File: config.mk
export PLATFORM = sky130hd
export DESIGN_NAME = text_tokenizer_flat
export DESIGN_NICKNAME = d
export VERILOG_FILES = /design/src/rtl/tt_pkg.sv /design/src/rtl/tt_byte_if.sv /design/src/rtl/tt_token_if.sv /design/src/rtl/text_tokenizer.sv /design/src/rtl/tt_front.sv /design/src/rtl/tt_queue.sv /design/src/rtl/tt_back.sv /design/src/flat_wrapper.sv
export SDC_FILE = /design/constraint.sdc
export NUM_CORES = 1
export LEC_CHECK = 0
export ABC_CLOCK_PERIOD_IN_PS = 7000
export BUFFER_PORTS_ARGS = -buffer_cell sky130_fd_sc_hd__buf_4
export CAP_MARGIN = 30
export CORE_MARGIN = 2
export CORE_UTILIZATION = 37
export CTS_BUF_LIST = sky130_fd_sc_hd__clkbuf_4
export CTS_CLUSTER_SIZE = 24
export DETAILED_ROUTE_END_ITERATION = 10
export GPL_TIMING_DRIVEN = 0
export PLACE_DENSITY_LB_ADDON = 0.1
export SETUP_SLACK_MARGIN = 0.5
export SLEW_MARGIN = 20
export SYNTH_ARGS = -nofsm -noshare
export SYNTH_HDL_FRONTEND = slang
export SYNTH_SLANG_ARGS = --single-unit
File: constraint.sdc
create_clock -name clk -period 7 [get_ports clk]
set_clock_uncertainty 0.15 [all_clocks]
set_input_delay 1.05 -clock clk [delete_from_list [all_inputs] [get_ports clk]]
set_output_delay 1.05 -clock clk [all_outputs]
set_load 0.02 [all_outputs]
File: src/rtl/tt_pkg.sv
// Shared types and constants for the text tokenizer.
package tt_pkg;

  typedef enum logic [3:0] {
    KIND_LPAREN  = 4'd0,
    KIND_RPAREN  = 4'd1,
    KIND_COMMA   = 4'd2,
    KIND_NEWLINE = 4'd3,
    KIND_END     = 4'd4,
    KIND_IDENT   = 4'd5,
    KIND_DEF     = 4'd6,
    KIND_SPACE   = 4'd7,
    KIND_STRING  = 4'd8,
    KIND_ERROR   = 4'd9
  } token_kind_t;

  typedef enum logic [1:0] {
    MODE_IDLE   = 2'd0,
    MODE_IDENT  = 2'd1,
    MODE_SPACE  = 2'd2,
    MODE_STRING = 2'd3
  } scan_mode_t;

  typedef struct packed {
    token_kind_t kind;
    logic [15:0] start;
    logic [15:0] length;
    logic        last;
  } token_t;

  // One queue entry: all tokens caused by one byte. A single token sits in second.
  typedef struct packed {
    logic   dual;
    token_t first;
    token_t second;
  } entry_t;

  localparam logic [15:0] FIELD_MAX   = 16'hFFFF;
  localparam int          QUEUE_DEPTH = 4;

  localparam logic [2:0] KP_MISS = 3'd4;
  localparam logic [2:0] KP_FULL = 3'd3;

  localparam logic [7:0] CH_NUL     = 8'h00;
  localparam logic [7:0] CH_TAB     = 8'h09;
  localparam logic [7:0] CH_NEWLINE = 8'h0A;
  localparam logic [7:0] CH_SPACE   = 8'h20;
  localparam logic [7:0] CH_QUOTE   = 8'h22;
  localparam logic [7:0] CH_LPAREN  = 8'h28;
  localparam logic [7:0] CH_RPAREN  = 8'h29;
  localparam logic [7:0] CH_COMMA   = 8'h2C;
  localparam logic [7:0] CH_UNDER   = 8'h5F;
  localparam logic [7:0] CH_D       = 8'h64;
  localparam logic [7:0] CH_E       = 8'h65;
  localparam logic [7:0] CH_F       = 8'h66;

endpackage

File: src/rtl/tt_byte_if.sv
// Byte stream channel into the tokenizer.
interface tt_byte_if;
  logic       valid;
  logic       ready;
  logic [7:0] text_byte;

  modport source (output valid, output text_byte, input ready);
  modport sink   (input valid, input text_byte, output ready);
endinterface

File: src/rtl/tt_token_if.sv
// Token stream channel out of the tokenizer.
interface tt_token_if;
  logic               valid;
  logic               ready;
  tt_pkg::token_kind_t token_kind;
  logic [15:0]        token_start;
  logic [15:0]        token_length;
  logic               last_of_run;

  modport source (output valid, output token_kind, output token_start,
                  output token_length, output last_of_run, input ready);
  modport sink   (input valid, input token_kind, input token_start,
                  input token_length, input last_of_run, output ready);
endinterface

File: src/rtl/text_tokenizer.sv
// Top level of the streaming text tokenizer.
//
//   port    dir  word                                       handshake
//   text    in   text_byte                                  valid / ready
//   tokens  out  token_kind, token_start, token_length,     valid / ready
//                last_of_run
//
// One byte per cycle is taken while the entry queue has room; the front end
// classifies it in the same cycle. The back end sends one token per cycle from
// its output register while the receiver is ready; a byte that causes two tokens
// sends them one after the other. The four-entry queue absorbs such bursts and
// output stalls. Synchronous reset clears the scan state, queue pointers and out_valid.
module text_tokenizer #(
  parameter int OFFSET_BITS = 16
) (
  input  logic       clk,
  input  logic       rst,
  tt_byte_if.sink    text,
  tt_token_if.source tokens
);
  import tt_pkg::*;

  logic   push, full, pop, empty;
  entry_t push_entry, head;

  tt_front #(.OFFSET_BITS(OFFSET_BITS)) u_front (
    .clk        (clk),
    .rst        (rst),
    .text       (text),
    .queue_full (full),
    .push       (push),
    .push_entry (push_entry)
  );

  tt_queue u_queue (
    .clk        (clk),
    .rst        (rst),
    .push       (push),
    .push_entry (push_entry),
    .full       (full),
    .pop        (pop),
    .head       (head),
    .empty      (empty)
  );

  tt_back u_back (
    .clk    (clk),
    .rst    (rst),
    .empty  (empty),
    .head   (head),
    .pop    (pop),
    .tokens (tokens)
  );

endmodule

File: src/rtl/tt_front.sv
// Front end: accepts bytes, tracks the scan state and builds token entries.
module tt_front #(
  parameter int OFFSET_BITS = 16
) (
  input  logic          clk,
  input  logic          rst,
  tt_byte_if.sink       text,
  input  logic          queue_full,
  output logic          push,
  output tt_pkg::entry_t push_entry
);
  import tt_pkg::*;

  localparam int EXT_BITS = (OFFSET_BITS > 16) ? OFFSET_BITS : 16;
  localparam logic [OFFSET_BITS-1:0] OFF_MAX = {OFFSET_BITS{1'b1}};

  function automatic logic [15:0] sat_field(input logic [OFFSET_BITS-1:0] v);
    logic [EXT_BITS-1:0] e;
    e = EXT_BITS'(v);
    return (e > EXT_BITS'(FIELD_MAX)) ? FIELD_MAX : e[15:0];
  endfunction

  scan_mode_t             scan_mode, scan_mode_next;
  logic [OFFSET_BITS-1:0] run_start, run_start_next;
  logic [OFFSET_BITS-1:0] text_offset, text_offset_next;
  logic [2:0]             kw_progress, kw_progress_next;

  logic [7:0]             c;
  logic                   accept;
  logic                   letter, blank, handled;
  logic                   run_valid, own_valid;
  token_t                 run_tok, own_tok;
  logic [OFFSET_BITS-1:0] run_len;
  logic [7:0]             kw_char;

  assign c          = text.text_byte;
  assign text.ready = !queue_full && !rst;
  assign accept     = text.valid && text.ready;

  always_comb begin
    letter = c inside {[8'h61:8'h7A], [8'h41:8'h5A], CH_UNDER};
    blank  = c inside {CH_SPACE, CH_TAB};
    run_len = (text_offset >= run_start) ? (text_offset - run_start) : '0;
    case (kw_progress)
      3'd0:    kw_char = CH_D;
      3'd1:    kw_char = CH_E;
      default: kw_char = CH_F;
    endcase

    scan_mode_next   = scan_mode;
    run_start_next   = run_start;
    kw_progress_next = kw_progress;
    handled   = 1'b0;
    run_valid = 1'b0;
    own_valid = 1'b0;
    run_tok   = '{kind: KIND_IDENT, start: sat_field(run_start),
                  length: sat_field(run_len), last: 1'b0};
    own_tok   = '{kind: KIND_ERROR, start: sat_field(text_offset),
                  length: 16'd1, last: 1'b1};

    case (scan_mode)
      MODE_IDENT: begin
        if (letter) begin
          handled = 1'b1;
          kw_progress_next = (kw_progress < KP_FULL && c == kw_char) ?
                             kw_progress + 3'd1 : KP_MISS;
        end else begin
          run_valid      = 1'b1;
          run_tok.kind   = (kw_progress == KP_FULL) ? KIND_DEF : KIND_IDENT;
          scan_mode_next = MODE_IDLE;
        end
      end
      MODE_SPACE: begin
        if (blank) begin
          handled = 1'b1;
        end else begin
          run_valid      = 1'b1;
          run_tok.kind   = KIND_SPACE;
          scan_mode_next = MODE_IDLE;
        end
      end
      MODE_STRING: begin
        if (c == CH_QUOTE) begin
          run_valid      = 1'b1;
          run_tok.kind   = KIND_STRING;
          scan_mode_next = MODE_IDLE;
          handled        = 1'b1;
        end else if (c == CH_NUL) begin
          run_valid      = 1'b1;
          run_tok.kind   = KIND_ERROR;
          scan_mode_next = MODE_IDLE;
        end else begin
          handled = 1'b1;
        end
      end
      default: ;
    endcase

    if (!handled) begin
      case (c)
        CH_LPAREN:  begin own_valid = 1'b1; own_tok.kind = KIND_LPAREN;  end
        CH_RPAREN:  begin own_valid = 1'b1; own_tok.kind = KIND_RPAREN;  end
        CH_COMMA:   begin own_valid = 1'b1; own_tok.kind = KIND_COMMA;   end
        CH_NEWLINE: begin own_valid = 1'b1; own_tok.kind = KIND_NEWLINE; end
        CH_NUL: begin
          own_valid      = 1'b1;
          own_tok.kind   = KIND_END;
          own_tok.length = 16'd0;
        end
        default: begin
          if (letter) begin
            scan_mode_next   = MODE_IDENT;
            run_start_next   = text_offset;
            kw_progress_next = (c == CH_D) ? 3'd1 : KP_MISS;
          end else if (blank) begin
            scan_mode_next = MODE_SPACE;
            run_start_next = text_offset;
          end else if (c == CH_QUOTE) begin
            scan_mode_next = MODE_STRING;
            run_start_next = (text_offset != OFF_MAX) ?
                             text_offset + 1'b1 : OFF_MAX;
          end else begin
            own_valid = 1'b1;
          end
        end
      endcase
    end

    run_tok.last = !own_valid;

    if (c == CH_NUL) begin
      text_offset_next = '0;
      scan_mode_next   = MODE_IDLE;
      run_start_next   = '0;
      kw_progress_next = '0;
    end else begin
      text_offset_next = (text_offset != OFF_MAX) ? text_offset + 1'b1 : text_offset;
    end

    push              = accept && (run_valid || own_valid);
    push_entry.dual   = run_valid && own_valid;
    push_entry.first  = run_tok;
    push_entry.second = own_valid ? own_tok : run_tok;
  end

  always_ff @(posedge clk) begin
    if (rst) begin
      scan_mode   <= MODE_IDLE;
      run_start   <= '0;
      text_offset <= '0;
      kw_progress <= '0;
    end else if (accept) begin
      scan_mode   <= scan_mode_next;
      run_start   <= run_start_next;
      text_offset <= text_offset_next;
      kw_progress <= kw_progress_next;
    end
  end

endmodule

File: src/rtl/tt_queue.sv
// Short entry queue between the front and back ends.
module tt_queue (
  input  logic           clk,
  input  logic           rst,
  input  logic           push,
  input  tt_pkg::entry_t push_entry,
  output logic           full,
  input  logic           pop,
  output tt_pkg::entry_t head,
  output logic           empty
);
  import tt_pkg::*;

  localparam int PTR_BITS = $clog2(QUEUE_DEPTH);
  localparam int CNT_BITS = $clog2(QUEUE_DEPTH + 1);

  entry_t              slots [QUEUE_DEPTH];
  logic [PTR_BITS-1:0] wr_ptr, rd_ptr;
  logic [CNT_BITS-1:0] count;

  assign full  = (count == CNT_BITS'(QUEUE_DEPTH));
  assign empty = (count == '0);
  assign head  = slots[rd_ptr];

  always_ff @(posedge clk) begin
    if (push) begin
      slots[wr_ptr] <= push_entry;
    end
  end

  always_ff @(posedge clk) begin
    if (rst) begin
      wr_ptr <= '0;
      rd_ptr <= '0;
      count  <= '0;
    end else begin
      if (push) begin
        wr_ptr <= wr_ptr + 1'b1;
      end
      if (pop) begin
        rd_ptr <= rd_ptr + 1'b1;
      end
      if (push && !pop) begin
        count <= count + 1'b1;
      end else if (pop && !push) begin
        count <= count - 1'b1;
      end
    end
  end

endmodule

File: src/rtl/tt_back.sv
// Back end: splits queue entries into single tokens behind an output register.
module tt_back (
  input  logic           clk,
  input  logic           rst,
  input  logic           empty,
  input  tt_pkg::entry_t head,
  output logic           pop,
  tt_token_if.source     tokens
);
  import tt_pkg::*;

  logic   out_valid, out_valid_next;
  logic   sub, sub_next;
  token_t out_tok, out_tok_next;
  logic   load;

  always_comb begin
    load           = !out_valid || tokens.ready;
    out_valid_next = out_valid;
    sub_next       = sub;
    out_tok_next   = out_tok;
    pop            = 1'b0;
    if (load) begin
      out_valid_next = !empty;
      if (!empty) begin
        if (head.dual && !sub) begin
          out_tok_next = head.first;
          sub_next     = 1'b1;
        end else begin
          out_tok_next = head.second;
          sub_next     = 1'b0;
          pop          = 1'b1;
        end
      end
    end
  end

  always_ff @(posedge clk) begin
    if (rst) begin
      out_valid <= 1'b0;
      sub       <= 1'b0;
    end else begin
      out_valid <= out_valid_next;
      sub       <= sub_next;
    end
  end

  always_ff @(posedge clk) begin
    out_tok <= out_tok_next;
  end

  assign tokens.valid        = out_valid;
  assign tokens.token_kind   = out_tok.kind;
  assign tokens.token_start  = out_tok.start;
  assign tokens.token_length = out_tok.length;
  assign tokens.last_of_run  = out_tok.last;

endmodule
File: src/flat_wrapper.sv
// flat-port wrapper written by rule: the top's interface ports become plain ports
module text_tokenizer_flat import tt_pkg::*;
#(
  parameter int OFFSET_BITS = 16
)
  (clk, rst, text_valid, text_text_byte, text_ready, tokens_valid, tokens_token_kind, tokens_token_start, tokens_token_length, tokens_last_of_run, tokens_ready);
  tt_byte_if text_i ();
  tt_token_if tokens_i ();
  input  logic clk;
  input  logic rst;
  input wire logic [$bits(text_i.valid)-1:0] text_valid;
  input wire logic [$bits(text_i.text_byte)-1:0] text_text_byte;
  output wire logic [$bits(text_i.ready)-1:0] text_ready;
  output wire logic [$bits(tokens_i.valid)-1:0] tokens_valid;
  output wire logic [$bits(tokens_i.token_kind)-1:0] tokens_token_kind;
  output wire logic [$bits(tokens_i.token_start)-1:0] tokens_token_start;
  output wire logic [$bits(tokens_i.token_length)-1:0] tokens_token_length;
  output wire logic [$bits(tokens_i.last_of_run)-1:0] tokens_last_of_run;
  input wire logic [$bits(tokens_i.ready)-1:0] tokens_ready;
  assign text_i.valid = text_valid;
  assign text_i.text_byte = text_text_byte;
  assign text_ready = text_i.ready;
  assign tokens_valid = tokens_i.valid;
  assign tokens_token_kind = tokens_i.token_kind;
  assign tokens_token_start = tokens_i.token_start;
  assign tokens_token_length = tokens_i.token_length;
  assign tokens_last_of_run = tokens_i.last_of_run;
  assign tokens_i.ready = tokens_ready;
  text_tokenizer #(.OFFSET_BITS(OFFSET_BITS)) u_core (.clk(clk), .rst(rst), .text(text_i), .tokens(tokens_i));
endmodule
After elaboration in Yosys (flattened, before gate mapping)
Memories as Yosys holds them, arrays and structs flattened. A register that Yosys moved wholly into a read port is not among the register bits. Cells that the tools add are included.

Word-level logic and storage cells: 152. Output and inout port bits: 39. Flip-flop bits (word level): 83. RAM bits: 300. Memories kept: 1. Bits of input ports: 12.

Memory list: u_core.u_queue.slots (words 4, bits a word 75, rd ports 1, clocked after memory_dff 1, write ports 1, line tt_queue.sv:17) `entry_t slots [QUEUE_DEPTH];`.

Multiplexer cells: 69. $add $sub $neg: 7. Reductions and logical operators: 33. Bitwise logic cells: 1. $lt $le $gt $ge: 9. Equal/unequal tests: 19.

Operators with widths (count): $mux 16 (13); $mux 37 (2); $gt 16x16->1 const B (3); $eq 8x6->1 const B (5); $mux 3 (10); $mux 2 (14); $mux 1 (21); $pmux 4 s5 (1); $add 16x1->16 const B (1); $eq 8x4->1 const B (2); $eq 8x7->1 const B (2); $ge 16x16->1 (1); $ge 8x7->1 const B (2); $le 8x7->1 const B (2); $ne 16x16->1 const B (1); $sub 16x16->16 (1); $mux 4 (3); $pmux 4 s3 (1); $logic_and 1x1->1 (10); $eq 8x8->1 (1); $logic_not 1->1 (8); $logic_not 8->1 (1); $add 3x1->3 const B (2); $logic_not 3->1 (2); other kinds (21) (29).

Depth between registers and ports, before layout
Word-level depth: 12. Gate-level depth with buffers: 13. Mapped depth without buffers: 11.

Cells and area by module
A second synthesis with hierarchy kept.

Cell total of the unflattened synthesis: 1054. Area, all modules: 16648.5 µm².

Modules (own cells, without submodules): tt_queue (sequential area each 9188.8 µm², area each 11247.0 µm², cells each 435, instances 1); tt_front (sequential area each 740.7 µm², area each 3712.3 µm², cells each 530, instances 1); tt_back (sequential area each 1151.1 µm², area each 1689.1 µm², cells each 89, instances 1).

Worst setup path after synthesis
No wires, ideal clock.

Path type: input to register. Start point: input text_text_byte[0]. End point: memory u_core.u_queue.slots[0][10] (netlist bit), enable pin. Buffers on the path: 2. Stages on the path: 8. Setup slack: 2.007 ns. Arrival time: 4.403 ns. Library setup time: 0.440 ns. Cell sequence: buf_2 or2_2 o41ai_1 or2_2 buf_2 o21ai_0 a21oi_2 and2_1.

Word-level cells in the longest chain between the ends: 10. Elaborated cells on any way between the ends: 37. Classes of those cells: 4 x order compare; 8 x eq/ne; 17 x mux; 8 x reduce/logical.

Ends and longest elaborated chain: start, declared (line flat_wrapper.sv:12) `input wire logic [$bits(text_i.text_byte)-1:0] text_text_byte;`; $ge 8x7->1 (tied with other cells) (line tt_front.sv:41) `letter = c inside {[8'h61:8'h7A], [8'h41:8'h5A], CH_UNDER};`; $logic_and 1x1->1 (tied with other cells) (line tt_front.sv:41); $reduce_bool 3->1 or $mux 1 (tied branches) (line tt_front.sv:41, tt_front.sv:115); $mux 1, on equally long branches (line tt_front.sv:63, tt_front.sv:111); $pmux 1 s3 or $mux 1 (tied branches) (line tt_front.sv:61, tt_front.sv:100); $mux 1 (line tt_front.sv:99) `if (!handled) begin`; $logic_or 1x1->1 (*) (line tt_front.sv:140) `push = accept && (run_valid || own_valid);`; $logic_and 1x1->1 (*) (line tt_front.sv:140); named net u_core.push (line text_tokenizer.sv:23) `logic push, full, pop, empty;`; $mux 1 (*) (line tt_queue.sv:26) `if (push) begin`; $mux 1 (implied by the code) (*) (line tt_queue.sv:27) `slots[wr_ptr] <= push_entry;`; end, declared (line tt_queue.sv:17).

The timed path passes the listed nets; every way through them passes the cells marked *.

Worst setup path after layout
Start point: input text_text_byte[0]. End point: register u_core.u_queue.count[2].

Word-level cells in the longest chain between the ends: 11. Elaborated cells on any way between the ends: 40. Classes of those cells: 4 x order compare; 8 x eq/ne; 16 x mux; 12 x reduce/logical.

Ends and longest elaborated chain: $ge 8x7->1 (tied with other cells) (line tt_front.sv:41); $logic_and 1x1->1 (tied with other cells) (line tt_front.sv:41); $reduce_bool 3->1 or $mux 1 (tied branches) (line tt_front.sv:41, tt_front.sv:115); $mux 1, on equally long branches (line tt_front.sv:63, tt_front.sv:111); $pmux 1 s3 or $mux 1 (tied branches) (line tt_front.sv:61, tt_front.sv:100); $mux 1 (line tt_front.sv:99); $logic_or 1x1->1 (*) (line tt_front.sv:140); $logic_and 1x1->1 (*) (line tt_front.sv:140); named net u_core.push (line text_tokenizer.sv:23); $logic_not 1->1 (line tt_queue.sv:45) `end else if (pop && !push) begin`; $logic_and 1x1->1 (line tt_queue.sv:45); $reduce_bool 2->1 (no source line); end signal, assigned (line tt_queue.sv:44) `count <= count + 1'b1;`; end signal, assigned (line tt_queue.sv:46) `count <= count - 1'b1;`; end, declared (line tt_queue.sv:19) `logic [CNT_BITS-1:0] count;`.

Marks and branches as above. A chain may end at the register's enable or synchronous reset.

==> results.yml <==
status:
  outcome: "complete, no violations"
placement:
  place_hpwl_mm: 25.2
  numPortBuffers: 48
  gp_congestion: 0.841
global_routing:
  grt_pass1_wl_mm: 58.7
  antenna_found_initial: 2
  grt_max_degree: 47
  track_usage_pct: 17.5
  met1_usage_pct: 23.8
  first_global_vias: 9978
  grt_overflow: 0
  grtUsageMet3_pct: 3.78
  top_usage_layer: "met2"
  grtUsageMet2_pct: 27.5
timing:
  fin_tns_setup_ns: 0
  report.final.slew_viol_count: 0
  hold_viol: 0
  finalSetupViolations: 0
  slew_headroom_pct: 35.0
  fin_crit_sh_pct: 54.6
  tightest_slew_ns: 0.975
  rsz0062_at_grt: "no"
  timing.fmax_ghz: 0.262
  layout_min_cycle_time_ns: 3.82
critical_path:
  required_ns: 7.57
  worstSetupPathType: "primary input to register"
  crit_arrival_ns: 4.39
  cp_max_fo: 10
  crit_path_start_kind: "primary input"
  end_kind: "register"
synth:
  synth_flop_cell: "edfxtp_1"
  synth_edf_count: 333
  syn_area_um2: 16300
  ys_ff_latch: 381
  yosysTopAreaCell: "edfxtp_1"
  syn_inst: 1028
  synth-seq-area-share_pct: 67.3
  avgSynthCellArea_um2: 15.8
  synth.area.top_cells: "edfxtp_1 (61%), mux4_2 (10%), dfxtp_1 (5.9%)"
  synth_nets: 1067
  synth_top_area_share_pct: 61.4
  ys_async_sr_fraction_pct: 0
  yosysWarnings: 0
  ys_types: 64
layout:
  multi_input_area_um2: 5020
  layout-drive-gt1-share_pct: 30.0
  regArea_um2: 11000
  fillers: 3953
  final_nets: 1228
  fin_util_pct: 43.7
  area_delta_synth_final_pct: 16.2
detailed_routing:
  drc: 0
  dr.pass1.iters: 5
  vias_per_cell: 5.10
  avgRoutedWirePerCell_um: 20.5
  routed_wirelength_mm: 38.0
  drt_iter0_markers: 498
  drtAntennaViolNets: 0
  vias: 9461
cts:
  cts_buffers: 102
  cts_htree_levels: 3
  cts_hold_buf: 0
  cts-root-buf: "clkbuf_4"
  clk_pin_slew_ns: 0.06
  post_cts_resized: 0
  cts_tree: "built"
  cts_buffer_depth: 3
  clock_latency_ns: 0.82
  cts.sinks: 381
  cts_setup_buffers: 0
floorplan:
  die-height_um: 214
  dieArea_um2: 45700
  ioPinCount: 51
  placementRows: 76
  fp.coreArea_um2: 43300
  initial_utilization_pct: 37.6
  die_w_um: 214
worst_hold_path:
  min_path_type: "register to register"
power_and_ir_drop:
  peakVddDrop_mv: 0.328
  power_density_nw_per_um2: 336
  cellLeakagePower_uw: 0.00650
flow_run:
  maxCapViolations: 0
==> critical path, cell delays in order <==
cell	delay [ns]
buf_2	0.17
or2_2	0.36
o41ai_1	0.53
or2_2	0.21
buf_2	0.20
o21ai_0	0.14
a21oi_2	0.40
ha_1	0.27
inv_1	0.06
fa_1	0.38
xor2_1	0.18
or3_1	0.30
a21oi_1	0.13
==> routing by layer <==
metal	up-vias	routed length [um]
met5	-	13
met4	2	797
met3	59	1780
met2	218	17800
met1	4747	17500
li1	4435	-
==> state kept, by name, summed over array words and instances, names as in the netlist, 2 cells and up, named ones only <==
name	cells
u_core.u_back.tokens.token_kind	4
u_core.u_back.tokens.token_length	16
u_core.u_back.tokens.token_start	16
u_core.u_front.kw_progress	3
u_core.u_front.run_start	16
u_core.u_front.scan_mode	2
u_core.u_front.text_offset	16
u_core.u_queue.count	3
u_core.u_queue.rd_ptr	2
u_core.u_queue.slots	296
u_core.u_queue.wr_ptr	2
==> per-stage QoR <==
| step | cell area (um^2) | setup slack [ns] | hold WS [ns] | total power [uW] | std cells |
|---|---|---|---|---|---|
| after floorplan | 16300 | 2.01 | 0.287 | 3860 | 1028 |
| after global placement | 17400 | -0.666 | 0.316 | 4420 | 1661 |
| after detailed placement | 17600 | 2.41 | 0.320 | 4490 | 1670 |
| after CTS | 18900 | 3.22 | 0.317 | 6490 | 1854 |
| after global routing | 18900 | 2.99 | 0.350 | 6720 | 1856 |
| final | 18900 | 3.18 | 0.331 | 6360 | 1856 |
==> layout by cell type (no fill, tap or decap), types with 19 or more instances in the layout <==
master and n:
edfxtp_1 333, clkbuf_4 158, nor2_1 84, mux4_2 74, mux2_2 50, buf_4 49
a21oi_1 48, dfxtp_1 48, o21ai_0 44, clkbuf_1 35, nand2_1 34, inv_1 32
ha_1 25, clkinv_1 19
==> cells by family after synthesis <==
group	synth area share, %
flip-flops	67.3
AND/OR/NAND/NOR	6.75
AO/OA/AOI/OAI	6.72
multiplexers	14.1
buffers and inverters	2.04
adder cells (fa/ha/maj)	2.17
XOR/XNOR	0.968
==> power breakdown <==
group / switching (uW) / leakage (uW) / internal (uW)
clock: 901 / 0.000791 / 1060
combinational: 868 / 0.00217 / 728
sequential: 66.7 / 0.00354 / 2740
total: 1840 / 0.00650 / 4520
==> final timing paths <==
path / start / to / slack, ns / cells after the start
min reg2reg: u_core.u_front.kw_progress[2] / u_core.u_front.kw_progress[2] / 0.33 / 2
max reg2reg: u_core.u_front.run_start[0] / u_core.u_queue.slots[1][45] / 3.29 / 11
max: text_text_byte[0] / u_core.u_queue.count[2] / 3.18 / 13
min: u_core.u_front.kw_progress[2] / u_core.u_front.kw_progress[2] / 0.33 / 2
==> synthesized netlist by cell type, drive strengths merged, types with 9 or more instances <==
library cell / number
edfxtp: 333
nor2: 85
mux2: 51
a31oi: 14
a21o: 9
a22o: 9
nor3b: 9
nor4: 9
clkbuf: 35
nor2b: 11
ha: 25
dfxtp: 48
buf: 17
inv: 32
o21ai: 45
a21oi: 50
nand2: 34
mux4: 74
nand3: 15
xor2: 10
==> area by class of cell <==
type | count | area share, %
clock buffer | 158 | 6.27
inverter | 32 | 0.635
multi-input combinational | 563 | 26.5
buffer | 52 | 1.13
clock inverter | 26 | 0.707
antenna | 2 | 0.0264
sequential | 381 | 57.9
timing repair buffer | 57 | 2.95
tap | 585 | 3.87
No activity file was read; power rests on OpenSTA's default activity.
